===== config.mk =====
export PLATFORM = sky130hd
export DESIGN_NAME = z80_indexed_bit_shift_unit_flat
export DESIGN_NICKNAME = d
export VERILOG_FILES = /design/src/design/zibs_pkg.sv /design/src/design/zibs_if.sv /design/src/design/zibs_alu.sv /design/src/design/z80_indexed_bit_shift_unit.sv /design/src/flat_wrapper.sv
export SDC_FILE = /design/constraint.sdc
export NUM_CORES = 1
export LEC_CHECK = 0
export ABC_AREA = 1
export ABC_CLOCK_PERIOD_IN_PS = 3900
export BUFFER_PORTS_ARGS = -buffer_cell sky130_fd_sc_hd__buf_2
export CAP_MARGIN = 20
export CORE_MARGIN = 2
export CORE_UTILIZATION = 56
export CTS_CLUSTER_SIZE = 12
export DETAILED_ROUTE_END_ITERATION = 12
export PLACE_DENSITY_LB_ADDON = 0.25
export SLEW_MARGIN = 20
export SYNTH_ARGS = -nofsm -noshare
export SYNTH_HDL_FRONTEND = slang
export SYNTH_HIERARCHICAL = 1
export SYNTH_SLANG_ARGS = --single-unit

===== constraint.sdc =====
create_clock -name clock -period 3.9 [get_ports clock]
set_clock_uncertainty 0.15 [all_clocks]
set_input_delay 0.78 -clock clock [delete_from_list [all_inputs] [get_ports clock]]
set_output_delay 0.78 -clock clock [all_outputs]
set_load 0.03 [all_outputs]

===== src/design/zibs_pkg.sv =====
// ----------------------------------------------------------------------------
// zibs_pkg: shared types and constants of the Z80 indexed bit/shift unit
// Opcode groups, shift operations, flag bit positions and the result record.
// ----------------------------------------------------------------------------
package zibs_pkg;

   localparam int unsigned OP_W    = 8;
   localparam int unsigned ADDR_W  = 16;
   localparam int unsigned DATA_W  = 8;
   localparam int unsigned REG_W   = 3;
   localparam int unsigned FLAGS_W = 8;

   typedef enum logic [1:0] {
      GROUP_SHIFT = 2'd0,
      GROUP_BIT   = 2'd1,
      GROUP_RES   = 2'd2,
      GROUP_SET   = 2'd3
   } group_type;

   typedef enum logic [2:0] {
      SHIFT_RLC = 3'd0,
      SHIFT_RRC = 3'd1,
      SHIFT_RL  = 3'd2,
      SHIFT_RR  = 3'd3,
      SHIFT_SLA = 3'd4,
      SHIFT_SRA = 3'd5,
      SHIFT_SLL = 3'd6,
      SHIFT_SRL = 3'd7
   } shift_type;

   // register code that names the memory operand itself
   localparam logic [REG_W-1:0] REG_MEM = 3'd6;

   localparam int unsigned FLAG_S_BIT = 7;
   localparam int unsigned FLAG_Z_BIT = 6;
   localparam int unsigned FLAG_Y_BIT = 5;
   localparam int unsigned FLAG_H_BIT = 4;
   localparam int unsigned FLAG_X_BIT = 3;
   localparam int unsigned FLAG_P_BIT = 2;
   localparam int unsigned FLAG_N_BIT = 1;
   localparam int unsigned FLAG_C_BIT = 0;

   typedef struct packed {
      logic [ADDR_W-1:0]  target_addr;
      logic               mem_write;
      logic [DATA_W-1:0]  result_byte;
      logic               reg_write;
      logic [REG_W-1:0]   reg_select;
      logic [FLAGS_W-1:0] flags_out;
   } result_type;

endpackage


===== src/design/zibs_if.sv =====
// ----------------------------------------------------------------------------
// zibs_if: request and response channels of the indexed bit/shift unit
// Valid/ready channels carrying one instruction item and one result item.
// ----------------------------------------------------------------------------
interface zibs_req_if;
   logic                                valid;
   logic                                ready;
   logic [zibs_pkg::OP_W-1:0]           op;
   logic [zibs_pkg::ADDR_W-1:0]         base_addr;
   logic signed [zibs_pkg::DATA_W-1:0]  displacement;
   logic [zibs_pkg::DATA_W-1:0]         mem_value;

   modport source (output valid, op, base_addr, displacement, mem_value, input ready);
   modport sink   (input valid, op, base_addr, displacement, mem_value, output ready);
endinterface

interface zibs_rsp_if;
   logic                                valid;
   logic                                ready;
   logic [zibs_pkg::ADDR_W-1:0]         target_addr;
   logic                                mem_write;
   logic [zibs_pkg::DATA_W-1:0]         result_byte;
   logic                                reg_write;
   logic [zibs_pkg::REG_W-1:0]          reg_select;
   logic [zibs_pkg::FLAGS_W-1:0]        flags_out;

   modport source (output valid, target_addr, mem_write, result_byte, reg_write,
                   reg_select, flags_out, input ready);
   modport sink   (input valid, target_addr, mem_write, result_byte, reg_write,
                   reg_select, flags_out, output ready);
endinterface


===== src/design/zibs_alu.sv =====
// ----------------------------------------------------------------------------
// zibs_alu: execute datapath of the indexed bit/shift unit
// Address add, shift/rotate, BIT/RES/SET and flag update for one item.
// ----------------------------------------------------------------------------
module zibs_alu (
   input  logic [zibs_pkg::OP_W-1:0]          op,
   input  logic [zibs_pkg::ADDR_W-1:0]        base_addr,
   input  logic signed [zibs_pkg::DATA_W-1:0] displacement,
   input  logic [zibs_pkg::DATA_W-1:0]        mem_value,
   input  logic [zibs_pkg::FLAGS_W-1:0]       flags_in,
   output zibs_pkg::result_type               result
);

   zibs_pkg::group_type          group;
   zibs_pkg::shift_type          shift_op;
   logic [2:0]                   sel;
   logic [zibs_pkg::REG_W-1:0]   rcode;
   logic [zibs_pkg::DATA_W-1:0]  m;
   logic [zibs_pkg::DATA_W-1:0]  res;
   logic [zibs_pkg::DATA_W-1:0]  bit_mask;
   logic [zibs_pkg::FLAGS_W-1:0] flags;
   logic                         cin;
   logic                         cout;
   logic                         rw;

   assign group    = zibs_pkg::group_type'(op[7:6]);
   assign sel      = op[5:3];
   assign shift_op = zibs_pkg::shift_type'(sel);
   assign rcode    = op[2:0];
   assign m        = mem_value;
   assign cin      = flags_in[zibs_pkg::FLAG_C_BIT];
   assign bit_mask = zibs_pkg::DATA_W'(1) << sel;

   always_comb begin
      unique case (shift_op)
         zibs_pkg::SHIFT_RLC: begin cout = m[7]; end
         zibs_pkg::SHIFT_RRC: begin cout = m[0]; end
         zibs_pkg::SHIFT_RL:  begin cout = m[7]; end
         zibs_pkg::SHIFT_RR:  begin cout = m[0]; end
         zibs_pkg::SHIFT_SLA: begin cout = m[7]; end
         zibs_pkg::SHIFT_SRA: begin cout = m[0]; end
         zibs_pkg::SHIFT_SLL: begin cout = m[7]; end
         default:             begin cout = m[0]; end
      endcase

      res   = m;
      flags = flags_in;
      rw    = 1'b0;

      unique case (group)
         zibs_pkg::GROUP_SHIFT: begin
            unique case (shift_op)
               zibs_pkg::SHIFT_RLC: res = {m[6:0], m[7]};
               zibs_pkg::SHIFT_RRC: res = {m[0], m[7:1]};
               zibs_pkg::SHIFT_RL:  res = {m[6:0], cin};
               zibs_pkg::SHIFT_RR:  res = {cin, m[7:1]};
               zibs_pkg::SHIFT_SLA: res = {m[6:0], 1'b0};
               zibs_pkg::SHIFT_SRA: res = {m[7], m[7:1]};
               zibs_pkg::SHIFT_SLL: res = {m[6:0], 1'b1};
               default:             res = {1'b0, m[7:1]};
            endcase
            flags = '0;
            flags[zibs_pkg::FLAG_S_BIT] = res[7];
            flags[zibs_pkg::FLAG_Z_BIT] = (res == '0);
            flags[zibs_pkg::FLAG_Y_BIT] = flags_in[zibs_pkg::FLAG_Y_BIT];
            flags[zibs_pkg::FLAG_X_BIT] = flags_in[zibs_pkg::FLAG_X_BIT];
            flags[zibs_pkg::FLAG_P_BIT] = ~^res;
            flags[zibs_pkg::FLAG_C_BIT] = cout;
            rw = (rcode != zibs_pkg::REG_MEM);
         end
         zibs_pkg::GROUP_BIT: begin
            flags[zibs_pkg::FLAG_Z_BIT] = ~m[sel];
            flags[zibs_pkg::FLAG_H_BIT] = 1'b1;
            flags[zibs_pkg::FLAG_N_BIT] = 1'b0;
         end
         zibs_pkg::GROUP_RES: begin
            res = m & ~bit_mask;
            rw  = (rcode != zibs_pkg::REG_MEM);
         end
         default: begin
            res = m | bit_mask;
            rw  = (rcode != zibs_pkg::REG_MEM);
         end
      endcase

      result.target_addr = base_addr
                         + {{(zibs_pkg::ADDR_W-zibs_pkg::DATA_W){displacement[7]}},
                            displacement};
      result.mem_write   = (group != zibs_pkg::GROUP_BIT);
      result.result_byte = res;
      result.reg_write   = rw;
      result.reg_select  = rw ? rcode : '0;
      result.flags_out   = flags;
   end

endmodule


===== src/design/z80_indexed_bit_shift_unit.sv =====
// ----------------------------------------------------------------------------
// z80_indexed_bit_shift_unit: Z80 DDCB/FDCB indexed bit instruction unit
// Executes RLC/RRC/RL/RR/SLA/SRA/SLL/SRL, BIT, RES and SET on an (IX/IY+d)
// operand and keeps the flag register.
//
// Usage:
//  - req_port carries one instruction item: final opcode byte, index base,
//    signed displacement and the byte read at base plus displacement.
//  - rsp_port returns one result item per request: target address, write-back
//    byte and strobe, optional register copy and the new flag byte.
//  - The item is captured in an input register, then the datapath result and
//    new flags land in the output register.
//  - Throughput is one item per cycle unless rsp_port stalls; flags feed the
//    next item directly, so the datapath between the two registers sets it.
//  - When rsp_port is stalled, the output register holds and the input
//    register still takes one more item; req_port.ready drops only when both
//    are full.
//  - Reset clears the flag register and both valid bits.
// ----------------------------------------------------------------------------
module z80_indexed_bit_shift_unit (
   input  logic         clock,
   input  logic         reset,
   zibs_req_if.sink     req_port,
   zibs_rsp_if.source   rsp_port
);

   logic                                in_valid_ff;
   logic [zibs_pkg::OP_W-1:0]           op_ff;
   logic [zibs_pkg::ADDR_W-1:0]         base_addr_ff;
   logic signed [zibs_pkg::DATA_W-1:0]  displacement_ff;
   logic [zibs_pkg::DATA_W-1:0]         mem_value_ff;
   logic [zibs_pkg::FLAGS_W-1:0]        flags_ff;
   logic                                out_valid_ff;
   zibs_pkg::result_type                result_ff;
   zibs_pkg::result_type                result_in;
   logic                                out_load;
   logic                                advance;
   logic                                req_take;

   zibs_alu alu (
      .op           (op_ff),
      .base_addr    (base_addr_ff),
      .displacement (displacement_ff),
      .mem_value    (mem_value_ff),
      .flags_in     (flags_ff),
      .result       (result_in)
   );

   assign out_load       = !out_valid_ff || rsp_port.ready;
   assign advance        = in_valid_ff && out_load;
   assign req_port.ready = !in_valid_ff || advance;
   assign req_take       = req_port.valid && req_port.ready;

   always_ff @(posedge clock) begin
      if (reset) begin
         in_valid_ff  <= 1'b0;
         out_valid_ff <= 1'b0;
         flags_ff     <= '0;
      end else begin
         if (req_port.ready) begin
            in_valid_ff <= req_port.valid;
         end
         if (out_load) begin
            out_valid_ff <= in_valid_ff;
         end
         if (advance) begin
            flags_ff <= result_in.flags_out;
         end
      end
   end

   always_ff @(posedge clock) begin
      if (req_take) begin
         op_ff           <= req_port.op;
         base_addr_ff    <= req_port.base_addr;
         displacement_ff <= req_port.displacement;
         mem_value_ff    <= req_port.mem_value;
      end
      if (advance) begin
         result_ff <= result_in;
      end
   end

   assign rsp_port.valid       = out_valid_ff;
   assign rsp_port.target_addr = result_ff.target_addr;
   assign rsp_port.mem_write   = result_ff.mem_write;
   assign rsp_port.result_byte = result_ff.result_byte;
   assign rsp_port.reg_write   = result_ff.reg_write;
   assign rsp_port.reg_select  = result_ff.reg_select;
   assign rsp_port.flags_out   = result_ff.flags_out;

endmodule


===== src/flat_wrapper.sv =====
// flat-port wrapper written by rule: the top's interface ports become plain ports
module z80_indexed_bit_shift_unit_flat 
  (clock, reset, req_port_valid, req_port_op, req_port_base_addr, req_port_displacement, req_port_mem_value, req_port_ready, rsp_port_valid, rsp_port_target_addr, rsp_port_mem_write, rsp_port_result_byte, rsp_port_reg_write, rsp_port_reg_select, rsp_port_flags_out, rsp_port_ready);
  zibs_req_if req_port_i ();
  zibs_rsp_if rsp_port_i ();
  input  logic clock;
  input  logic reset;
  input wire logic [$bits(req_port_i.valid)-1:0] req_port_valid;
  input wire logic [$bits(req_port_i.op)-1:0] req_port_op;
  input wire logic [$bits(req_port_i.base_addr)-1:0] req_port_base_addr;
  input wire logic [$bits(req_port_i.displacement)-1:0] req_port_displacement;
  input wire logic [$bits(req_port_i.mem_value)-1:0] req_port_mem_value;
  output wire logic [$bits(req_port_i.ready)-1:0] req_port_ready;
  output wire logic [$bits(rsp_port_i.valid)-1:0] rsp_port_valid;
  output wire logic [$bits(rsp_port_i.target_addr)-1:0] rsp_port_target_addr;
  output wire logic [$bits(rsp_port_i.mem_write)-1:0] rsp_port_mem_write;
  output wire logic [$bits(rsp_port_i.result_byte)-1:0] rsp_port_result_byte;
  output wire logic [$bits(rsp_port_i.reg_write)-1:0] rsp_port_reg_write;
  output wire logic [$bits(rsp_port_i.reg_select)-1:0] rsp_port_reg_select;
  output wire logic [$bits(rsp_port_i.flags_out)-1:0] rsp_port_flags_out;
  input wire logic [$bits(rsp_port_i.ready)-1:0] rsp_port_ready;
  assign req_port_i.valid = req_port_valid;
  assign req_port_i.op = req_port_op;
  assign req_port_i.base_addr = req_port_base_addr;
  assign req_port_i.displacement = req_port_displacement;
  assign req_port_i.mem_value = req_port_mem_value;
  assign req_port_ready = req_port_i.ready;
  assign rsp_port_valid = rsp_port_i.valid;
  assign rsp_port_target_addr = rsp_port_i.target_addr;
  assign rsp_port_mem_write = rsp_port_i.mem_write;
  assign rsp_port_result_byte = rsp_port_i.result_byte;
  assign rsp_port_reg_write = rsp_port_i.reg_write;
  assign rsp_port_reg_select = rsp_port_i.reg_select;
  assign rsp_port_flags_out = rsp_port_i.flags_out;
  assign rsp_port_i.ready = rsp_port_ready;
  z80_indexed_bit_shift_unit u_core (.clock(clock), .reset(reset), .req_port(req_port_i), .rsp_port(rsp_port_i));
endmodule

# Word level (Yosys, flattened, before mapping)

Cells that the tools add are included.

$add $sub $neg: 1
$lt $le $gt $ge: 1
Eq/ne operators: 10
Shift-type cells: 1
Muxes and demuxes: 13
Bitwise logic cells: 4
Reductions and logical operators: 12

Operators with widths:

| operator              | number |
|---|---|
| $pmux W8 S7           | 1 |
| $pmux W8 S3           | 1 |
| $add A16 B16 Y16      | 1 |
| $eq A3 B3 Y1 const B  | 3 |
| $and A8 B8 Y8         | 1 |
| $logic_not A8 Y1      | 1 |
| $mux W8               | 1 |
| $not A8 Y8            | 1 |
| $or A8 B8 Y8          | 1 |
| $reduce_xnor A8 Y1    | 1 |
| $shl A1 B3 Y8 const A | 1 |
| $mux W1               | 7 |
| $eq A3 B2 Y1 const B  | 2 |
| $lt A3 B4 Y1 const B  | 1 |
| $pmux W1 S2           | 2 |
| $reduce_or A4 Y1      | 1 |
| $bmux W1 S3           | 1 |
| $eq A3 B1 Y1 const B  | 1 |
| $logic_not A3 Y1      | 1 |
| $ne A3 B3 Y1 const B  | 1 |
| $eq A2 B1 Y1 const B  | 1 |
| $eq A2 B2 Y1 const B  | 1 |
| $logic_and A1 B1 Y1   | 2 |
| $logic_not A1 Y1      | 2 |
| 5 further kinds       | 6 |

Register bits after elaboration: 85
Input bits: 44
Output and inout port bits: 39
Logic and storage cells: 55

# Logic depth before layout (Yosys ltp)

Gate-level depths: netlist of the first run.

Depth after elaboration: 5
Gate-level depth with buffers: 14
Gate-level depth less buffers: 14

# Hierarchy

The synthesis of the first run kept the hierarchy.

Modules (own cells, without submodules):

| module                     | times used | cells an instance | area each (µm²) | sequential area each (µm²) |
|---|---|---|---|---|
| z80_indexed_bit_shift_unit | 1          | 141               | 2,766.4         | 2,512.4 |
| zibs_alu                   | 1          | 325               | 1,710.4         | 0.0 |

# Least setup slack after synthesis of the first run

OpenSTA, ideal clock, no wires.

Kind: input to register
From: input port rsp_port_ready
To: register u_core.result_ff (netlist bit u_core/rsp_port.flags_out[0]) (enable)
Setup time: 444 ps
Arrival: 2,661 ps
Data required time: 3,306 ps
Slack: 645 ps
Cell stages on the path: 2
Path buffers: 0
Path through: inv_1 a21oi_1

Word-level cells in the longest chain between the ends: 2

RTL lines:

| item                     | RTL line                         | RTL |
|---|---|---|
| from (decl)              | flat_wrapper.sv:21               | `input wire logic [$bits(rsp_port_i.ready)-1:0] rsp_port_ready;` |
| $logic_or A1 B1 Y1       | z80_indexed_bit_shift_unit.sv:49 | `assign out_load = !out_valid_ff \|\| rsp_port.ready;` |
| $logic_and A1 B1 Y1      | z80_indexed_bit_shift_unit.sv:50 | `assign advance = in_valid_ff && out_load;` |
| named net u_core.advance | z80_indexed_bit_shift_unit.sv:37 | `logic advance;` |
| to (signal assigned)     | z80_indexed_bit_shift_unit.sv:80 | `result_ff <= result_in;` |
| to (decl)                | z80_indexed_bit_shift_unit.sv:34 | `zibs_pkg::result_type result_ff;` |

The timed path passes the listed nets, and every way through them passes these cells.
A chain may end at the register's enable or synchronous reset.

==> impl_metrics.json, run 1 <==
{
  "pwr_density_cell_nw_per_um2": 418,
  "rsz0062_at_grt": "no",
  "cts.clk_slew.worst_paths_ps": 100,
  "ys_top_cells_by_count": "114 x nand2_1, 77 x edfxtp_1, 68 x inv_1",
  "synth_top_area_cell": "edfxtp_1",
  "maxSlewViolCount": 0,
  "cts_tree": "done",
  "cts.sinks": 87,
  "hold_violations": 0,
  "hold_path.class": "flop to flop",
  "synth_flop_cell": "edfxtp_1",
  "peakVddDrop_mv": 0.225,
  "relSlewSlack": 0.593,
  "clock_latency_ps": 360,
  "synthCells": 466,
  "finalSetupTns_ps": 0,
  "cellLeakagePower_nw": 2.40,
  "die_h_um": 93.4,
  "crit_path_max_fanout": 14,
  "overflow": 0,
  "status": "completed",
  "finalSetupViolations": 0,
  "synth_edf_count": 77,
  "critPathKind": "flop to flop",
  "fmax_mhz": 390,
  "post_dp_cell_area_sq_um": 4960,
  "synth_most_common_cell": "nand2_1",
  "cts_resized": 0,
  "drtPass1Iterations": 4,
  "worst_pin_slew_ps": 610,
  "synth_top_area_share": 0.516,
  "area.growth.synth_to_final_pct": 15.5,
  "syn_nets": 530,
  "num_vias": 3425,
  "dp.cells": 643,
  "synth.cell_area_sq_um": 4480,
  "drt-total-wl_um": 9270,
  "coreArea_sq_um": 7730,
  "cts_setup_buffers": 0,
  "yosys-top-cells-area": "edfxtp_1 52%, nand2_1 9.6%, inv_1 5.7%",
  "viasPerCell": 5.19,
  "avgRoutedWirePerCell_um": 14.0,
  "hold_buffers": 0,
  "gr-usage-all-layers": 0.227,
  "start_util": 0.579,
  "grt_pass1_vias": 3197,
  "max_cap_violations": 0,
  "layout-drive-gt1-share": 0.237,
  "pre_cts_ws_ps": 1420,
  "cts_root_buffer": "clkbuf_8",
  "dpl.hpwl_um": 6640,
  "required_ps": 4000,
  "post-route-period-util": 0.657,
  "drt_iter0_drc": 209,
  "num_rows": 32,
  "portBuffers": 82,
  "crit_path_end_kind": "flop",
  "htree_levels": 3,
  "synth_warnings": 6,
  "grt_pass1_wl_um": 15300,
  "finalPower_mw": 2.16,
  "fin_crit_ps": 2560,
  "clockBufferDepth": 2,
  "synth-seq-cells": 87,
  "drc": 0,
  "numCtsBuffers": 9,
  "ys_async_sr_fraction": 0,
  "stdcell_count": 660,
  "die_x_um": 93.4,
  "fin_area_sq_um": 5170,
  "antenna_found_initial": 1,
  "start_kind": "flop",
  "io_pins": 83,
  "grt_max_degree": 41,
  "critPathArrivalTime_ps": 2660,
  "die-area_sq_um": 8730,
  "ys_seq_area_frac": 0.561,
  "synth.avg_cell_area_sq_um": 9.61,
  "gp_congestion": 0.883,
  "setup_slack_ps": 1340,
  "ant_nets": 0,
  "layout.nets": 616,
  "synth_cell_types": 34
}
cell families (layout without fill, tap and decap cells):
group,Yosys count,in the layout,synth area share
buffers and inverters,86,177,0.0830
flip-flops,87,87,0.561
AND/OR/NAND/NOR,208,208,0.208
other,0,1,0
adder cells (fa/ha/maj),20,20,0.0576
XOR/XNOR,11,11,0.0215
AO/OA/AOI/OAI,54,54,0.0690
layout by cell type, fill, tap and decap left out, types with 10 or more instances in the layout:
cell      Yosys  final
nand2_1     114    114
buf_2         0     82
edfxtp_1     77     77
inv_1        68     68
nand3_1      35     35
nor2_1       27     27
a21oi_1      21     20
ha_1         19     19
o21ai_0      12     12
o21ai_1      11     11
dfxtp_1      10     10
sequential cells by signal, summed over array words and instances, names as in the netlist:
register and cells:
u_core/rsp_port.result_byte 8, u_core/rsp_port.flags_out 8, u_core/in_valid_ff 1, u_core/rsp_port.mem_write 1, u_core/base_addr_ff 16, u_core/mem_value_ff 8
u_core/rsp_port.reg_write 1, u_core/flags_ff 8, u_core/displacement_ff 8, u_core/rsp_port.reg_select 3, u_core/rsp_port.target_addr 16, u_core/op_ff 8
u_core/rsp_port.valid 1
through the flow:
| step | hold WS (ps) | util |
|---|---|---|
| floorplan | 302 | - |
| global placement | 286 | 0.642 |
| detailed placement | 299 | 0.642 |
| CTS | 324 | 0.669 |
| global route | 350 | 0.669 |
| finish | 320 | 0.669 |
report_power, final:
part	switching, mW	internal (mW)	total (mW)
Clock	0.330	0.315	0.645
Combinational	0.254	0.137	0.391
Sequential	0.0345	1.09	1.12
Total	0.619	1.54	2.16
layer usage:
metal | GRT usage | vias up | part of all wire
met1 | 0.332 | 1559 | 0.48
met5 | 0 | - | 0
met4 | 0.0600 | 0 | 0.014
li1 | - | 1717 | -
met3 | 0.0604 | 10 | 0.079
met2 | 0.338 | 139 | 0.43
final cells by class:
class / instances / area (sq um)
repair buffers: 84 / 425
clock buffers: 12 / 178
diodes: 1 / 2.50
multi-input cells: 293 / 1600
well taps: 102 / 128
clock inverters: 4 / 31.3
fillers: 617 / 2560
flip-flops and latches: 87 / 2510
inverters: 77 / 289
critical path, stage by stage, from the launching register on:
cell,delay (ps)
edfxtp_1,620
inv_2,270
nand2_1,130
o22ai_1,210
nor2_1,60
ha_1,280
xnor2_1,190
xnor2_1,160
o21ai_1,100
inv_1,70
nand3_1,70
nand2_1,90
nor2_1,40
worst paths after layout:
check,start,to,slack [ps],cells after the start
setup / recovery,u_core/op_ff[3],u_core/flags_ff[2],1340,12
hold / removal,u_core/flags_ff[5],u_core/rsp_port.flags_out[5],320,0
hold reg to reg,u_core/flags_ff[5],u_core/rsp_port.flags_out[5],320,0
setup reg to reg,u_core/op_ff[3],u_core/flags_ff[2],1340,12
No activity file was read; power rests on OpenSTA's default activity.
==> inputs of run 2 (changes only) <==
- ABC_AREA: 1 -> 0
- ABC_CLOCK_PERIOD_IN_PS: 3900 -> 2300
- CORE_UTILIZATION: 56 -> 50
- clock period: 3.9 -> 2.3 ns (I/O delays scaled with it)
==> impl_metrics.json, run 2 <==
{
  "status": "finished, violations left",
  "violations": "negative setup slack",
  "area.growth.synth_to_final_pct": 22.1,
  "io_pins": 83,
  "final_common_cell": "buf_2",
  "r2r_cells": 9,
  "cellLeakagePower_nw": 2.01,
  "hold_path.class": "input port to flop",
  "synth.cell_area_sq_um": 4280,
  "cpMaxStageDelayCell": "edfxtp_1",
  "clockBufferDepth": 2,
  "overflow": 0,
  "final_util": 0.632,
  "antenna_found_initial": 0,
  "synth-xor-area-share": 0.0266,
  "synth_warnings": 6,
  "die_x_um": 96.5,
  "num_rows": 33,
  "r2r-start": "u_core/displacement_ff[7]",
  "gp_congestion": 0.873,
  "synthSimpleGateAreaFrac": 0.115,
  "ys_top_cells_by_count": "77 x edfxtp_1, 22 x nor2_1, 19 x ha_1, 19 x nand2b_1, 17 x mux2i_1",
  "pwr_density_cell_nw_per_um2": 678,
  "synth_most_common_cell": "edfxtp_1",
  "finalSetupViolations": 1,
  "synth_fa_ha_area_frac": 0.0603,
  "worst_pin_slew_ps": 458,
  "antennaDiodeCount": 0,
  "synth.avg_cell_area_sq_um": 12.8,
  "layout-drive-gt1-share": 0.335,
  "crit_path_end_kind": "flop",
  "start_kind": "flop",
  "path_buf_inv": 3,
  "fin_crit_ps": 2310,
  "rsz0062_at_grt": "yes",
  "crit_path_max_fanout": 6,
  "cts.clk_slew.worst_paths_ps": 90,
  "syn_nets": 398,
  "path_common_cell": "buf_4",
  "viasPerCell": 5.42,
  "drc": 0,
  "worstSetupStartpoint": "u_core/displacement_ff[7]",
  "maxSlewViolCount": 0,
  "worstReg2RegEnd": "u_core/rsp_port.target_addr[15]",
  "required_ps": 2270,
  "dpl.hpwl_um": 5510,
  "numCtsBuffers": 9,
  "gr-usage-all-layers": 0.179,
  "relSlewSlack": 0.694,
  "ys_async_sr_fraction": 0,
  "fillers": 653,
  "finalPower_mw": 3.54,
  "setup_slack_ps": -6.59,
  "peakVddDrop_mv": 0.411,
  "synth_cell_types": 52,
  "drtPass1Iterations": 4,
  "synth_top_family_by_area": "simple AND/OR/NAND/NOR gates",
  "critPathKind": "flop to flop",
  "hold_violations": 0,
  "synth_top_area_cell": "edfxtp_1",
  "synth_flop_cell": "edfxtp_1",
  "portBuffers": 82,
  "critPathArrivalTime_ps": 2270,
  "synth_compound_area_frac": 0.110,
  "cpPeakStageDelay_ps": 390,
  "cts_root_buffer": "clkbuf_8",
  "cts_tree": "done",
  "synth_top_area_share": 0.541,
  "r2r_slack_ps": -7,
  "die-area_sq_um": 9310,
  "grt_pass1_wl_um": 12700,
  "crit_cells": 9,
  "synthCells": 334,
  "start_util": 0.518,
  "htree_levels": 3,
  "drt-total-wl_um": 8020,
  "layout_common_cells": "82 x buf_2, 77 x edfxtp_1, 22 x nor2_1, 19 x nand2b_1, 17 x mux2i_1",
  "synth_edf_count": 77,
  "ys_seq_area_frac": 0.587,
  "layout.nets": 495,
  "drt_iter0_drc": 92,
  "post-route-period-util": 1.00,
  "synth-seq-cells": 87,
  "fmax_mhz": 434,
  "grt_max_degree": 46,
  "clock_latency_ps": 360,
  "path_cells": "buf_4 > buf_6 > ha_2 > a21oi_4 > buf_4 > and2b_1 > o21ai_0 > a41oi_2 > xnor2_1",
  "endpoint": "u_core/rsp_port.target_addr[15]",
  "cp_top_family": "compound AO/OA/AOI/OAI gates",
  "avgRoutedWirePerCell_um": 14.8,
  "yosys-top-cells-area": "edfxtp_1 54%, ha_1 5.6%, dfxtp_1 4.7%",
  "cts.sinks": 87,
  "hold_buffers": 0,
  "max_cap_violations": 0,
  "die_h_um": 96.5,
  "grt_pass1_vias": 2729,
  "muxShareOfSynthArea": 0.0714,
  "ant_nets": 0,
  "num_vias": 2931,
  "coreArea_sq_um": 8260
}
## run 2: changes by cell type after synthesis, sizes merged, moves of 6 or more
cell,delta
mux2,+8
mux2i,+17
nand2,-104
nor2b,+6
inv,-66
nand3,-32
a221o,+6
o21ai,-9
clkbuf,+8
nand2b,+19
nor2,-12
## run 2: metal layers
metal | vias up | track usage | share of wire
li1 | 1440 | - | -
met1 | 1390 | 0.248 | 0.45
met2 | 90 | 0.279 | 0.48
met3 | 11 | 0.0334 | 0.052
met4 | 0 | 0.0751 | 0.016
met5 | - | 0 | 0
## run 2: cells by family after synthesis
kind of cell	after synthesis
AO/OA/AOI/OAI	68
adder cells (fa/ha/maj)	20
multiplexers	27
XOR/XNOR	13
flip-flops	87
AND/OR/NAND/NOR	92
buffers and inverters	27
## run 2: cell type report
cell class | instances | area (sq um) | area share
Clock buffer | 10 | 128 | 0.0244
Clock inverter | 6 | 51.3 | 0.00982
Inverter | 11 | 41.3 | 0.00791
Multi-Input combinational cell | 220 | 1760 | 0.336
Sequential cell | 87 | 2510 | 0.481
Tap cell | 105 | 131 | 0.0252
Timing Repair Buffer | 102 | 602 | 0.115
## run 2: per-stage QoR
| step | hold WS [ps] | cell area (sq um) | worst slack, ps | instances | setup TNS [ps] |
|---|---|---|---|---|---|
| after floorplan | 294 | 4280 | 7.82 | 334 | 0 |
| after global placement | 288 | 4900 | 49.9 | 520 | 0 |
| after detailed placement | 302 | 4900 | -5.93 | 520 | -5.93 |
| after CTS | 106 | 5090 | 11.2 | 537 | 0 |
| after global routing | 96.1 | 5220 | -61.0 | 541 | -153 |
| final | 120 | 5220 | -6.59 | 541 | -6.59 |
## run 2: worst min path at each step
stage	from	end	slack, ps	depth (start not counted)
after floorplan	u_core/flags_ff[1]	u_core/flags_ff[1]	290	2
after global placement	u_core/flags_ff[3]	u_core/rsp_port.flags_out[3]	290	0
after detailed placement	u_core/flags_ff[3]	u_core/rsp_port.flags_out[3]	300	0
after CTS	req_port_base_addr[3]	u_core/base_addr_ff[3]	110	1
after global routing	req_port_base_addr[3]	u_core/base_addr_ff[3]	100	1
final	req_port_base_addr[3]	u_core/base_addr_ff[3]	120	1
## run 2: report_power, final
| group | internal [mW] | switching (mW) | leakage [nW] |
|---|---|---|---|
| registers | 1.84 | 0.0426 | 0.817 |
| logic | 0.291 | 0.390 | 1.11 |
| clock network | 0.408 | 0.571 | 0.0879 |
| total | 2.54 | 1.00 | 2.01 |
## run 2: timing repair
action | 4_1_cts | 5_1_grt
buffers inserted | 1 | 4
pin swaps | 0 | 3
endpoints found under the setup margin | 2 | 11
gates resized for setup | 0 | 22
==> inputs of run 3 (changes only) <==
--- a/config.mk
+++ b/config.mk
@@ -8,3 +8,3 @@
 export ABC_AREA = 0
-export ABC_CLOCK_PERIOD_IN_PS = 2300
+export ABC_CLOCK_PERIOD_IN_PS = 1990
 export BUFFER_PORTS_ARGS = -buffer_cell sky130_fd_sc_hd__buf_2
@@ -15,2 +15,3 @@
 export DETAILED_ROUTE_END_ITERATION = 12
+export GPL_ROUTABILITY_DRIVEN = 0
 export PLACE_DENSITY_LB_ADDON = 0.25
==> constraint.sdc (replaced) <==
create_clock -name clock -period 1.99 [get_ports clock]
set_clock_uncertainty 0.15 [all_clocks]
set_input_delay 0.2985 -clock clock [delete_from_list [all_inputs] [get_ports clock]]
set_output_delay 0.2985 -clock clock [all_outputs]
set_load 0.03 [all_outputs]
==> impl_metrics.json, run 3 (same netlist as run 2, synthesis figures left out) <==
{
  "status": "finished, violations left",
  "violations": "negative setup slack",
  "cellLeakagePower_nw": 2.44,
  "cts.clk_slew.worst_paths_ps": 90,
  "gr-usage-all-layers": 0.210,
  "crit_cells": 7,
  "worstReg2RegEnd": "u_core/rsp_port.target_addr[12]",
  "maxSlewViolCount": 0,
  "rsz0062_at_grt": "yes",
  "dpl.hpwl_um": 5900,
  "die_x_um": 96.5,
  "pre_cts_ws_ps": -330,
  "max_cap_violations": 0,
  "io_pins": 83,
  "avgRoutedWirePerCell_um": 15.2,
  "layout-drive-gt1-share": 0.420,
  "portBuffers": 82,
  "fin_crit_ps": 2320,
  "area.growth.synth_to_final_pct": 44.3,
  "cts.sinks": 87,
  "start_kind": "flop",
  "worstHoldStart": "req_port_valid",
  "grt_pass1_wl_um": 14600,
  "clock_latency_ps": 350,
  "grt_use_met3": 0.0349,
  "grt_max_degree": 46,
  "globalRouteMet1Util": 0.263,
  "antennaDiodeCount": 0,
  "drc": 0,
  "final_common_cell": "buf_2",
  "r2r_slack_ps": -330,
  "htree_levels": 3,
  "drt-total-wl_um": 9460,
  "path_buf_inv": 1,
  "relSlewSlack": 0.694,
  "num_rows": 33,
  "endpoint": "u_core/rsp_port.target_addr[12]",
  "die_h_um": 96.5,
  "drtPass1Iterations": 5,
  "hold_violations": 0,
  "start_util": 0.518,
  "viasPerCell": 5.23,
  "setup_slack_ps": -329,
  "drt_iter0_drc": 137,
  "antenna_found_initial": 0,
  "critPathKind": "flop to flop",
  "r2r_cells": 7,
  "fin_hold_ws_ps": 102,
  "cts_tree": "done",
  "cts_root_buffer": "clkbuf_8",
  "cp_top_family": "simple AND/OR/NAND/NOR gates",
  "crit_path_end_kind": "flop",
  "finalSetupViolations": 12,
  "r2r-start": "u_core/displacement_ff[7]",
  "coreArea_sq_um": 8260,
  "critPathArrivalTime_ps": 2360,
  "numCtsBuffers": 9,
  "num_vias": 3250,
  "crit_path_max_fanout": 5,
  "worstSetupStartpoint": "u_core/displacement_ff[7]",
  "peakVddDrop_mv": 0.421,
  "post-route-period-util": 1.17,
  "layout.nets": 576,
  "hold_path.class": "input port to flop",
  "pwr_density_cell_nw_per_um2": 703,
  "met2_usage": 0.366,
  "grt-busiest-layer": "met2",
  "required_ps": 2030,
  "clockBufferDepth": 2,
  "worst_pin_slew_ps": 459,
  "fmax_mhz": 431,
  "layout_common_cells": "82 x buf_2, 77 x edfxtp_1, 51 x buf_4, 40 x dlygate4sd3_1, 19 x nor2_1",
  "ant_nets": 0,
  "cpPeakStageDelay_ps": 540,
  "die-area_sq_um": 9310,
  "cpMaxStageDelayCell": "edfxtp_1",
  "grt_pass1_vias": 3197,
  "path_cells": "buf_6 > ha_4 > a21oi_4 > nand2_1 > a21o_1 > or4_1 > o211ai_1",
  "overflow": 0
}
-- run 3: cell count changes in the layout (fill, tap and decap cells not counted), sizes merged --
cell / previous run / this run
clkinv: 2 / 3
inv: 14 / 13
dlygate4sd3: 0 / 40
buf: 102 / 143
-- run 3: power by group --
| part | total [mW] | switching, mW | leakage, nW | internal, mW |
|---|---|---|---|---|
| logic | 1.04 | 0.530 | 1.54 | 0.512 |
| registers | 2.18 | 0.0563 | 0.817 | 2.13 |
| clock network | 1.11 | 0.651 | 0.0872 | 0.462 |
-- run 3: how the worst min path moves through the flow --
stage / endpoint / slack (ps) / cells past startpoint
detailed placement: u_core/rsp_port.flags_out[5] / 300 / 0
global placement: u_core/rsp_port.flags_out[3] / 290 / 0
floorplan: u_core/base_addr_ff[0] / 250 / 0
global route: u_core/rsp_port.valid / 120 / 4
finish: u_core/in_valid_ff / 100 / 3
CTS: u_core/in_valid_ff / 90 / 3
-- run 3: cell type report --
type	count	area [sq um]
sequential	87	2510
fill	530	2090
multi-input combinational	220	1980
timing repair buffer	183	1330
tap	105	131
clock buffer	10	128
clock inverter	6	45.0
inverter	11	41.3
-- run 3: stage by stage --
stage                     TNS (ps)   util  total power [mW]  area [sq um]  std cells
after floorplan               -595      -              2.74          4320        334
after global placement       -1430  0.623              3.01          5150        551
after detailed placement     -2270  0.623              3.03          5150        551
after CTS                    -1180  0.723              4.27          5970        618
after global routing         -3040  0.747              4.54          6170        622
final                        -1990  0.747              4.34          6170        622
-- run 3: what timing repair did --
item | in CTS | in global routing
hold buffers | 40 | 0
pin swaps | 7 | 8
gates resized for setup | 29 | 34
endpoints found under the hold margin | 40 | 0
setup endpoints to repair | 12 | 18
buffers inserted | 11 | 7
-- run 3: metal layers --
metal / vias up / routed length [um] / part of all wire
li1: 1608 / - / -
met1: 1529 / 4170 / 0.44
met2: 102 / 4700 / 0.50
met3: 11 / 471 / 0.050
met4: 0 / 128 / 0.014
met5: - / 0 / 0
-- run 3: tightest hold or removal path, delay by kind of cell --
kind                   cells  cell delay (ps)
AO/OA/AOI/OAI              1              120
buffers and inverters      2              130
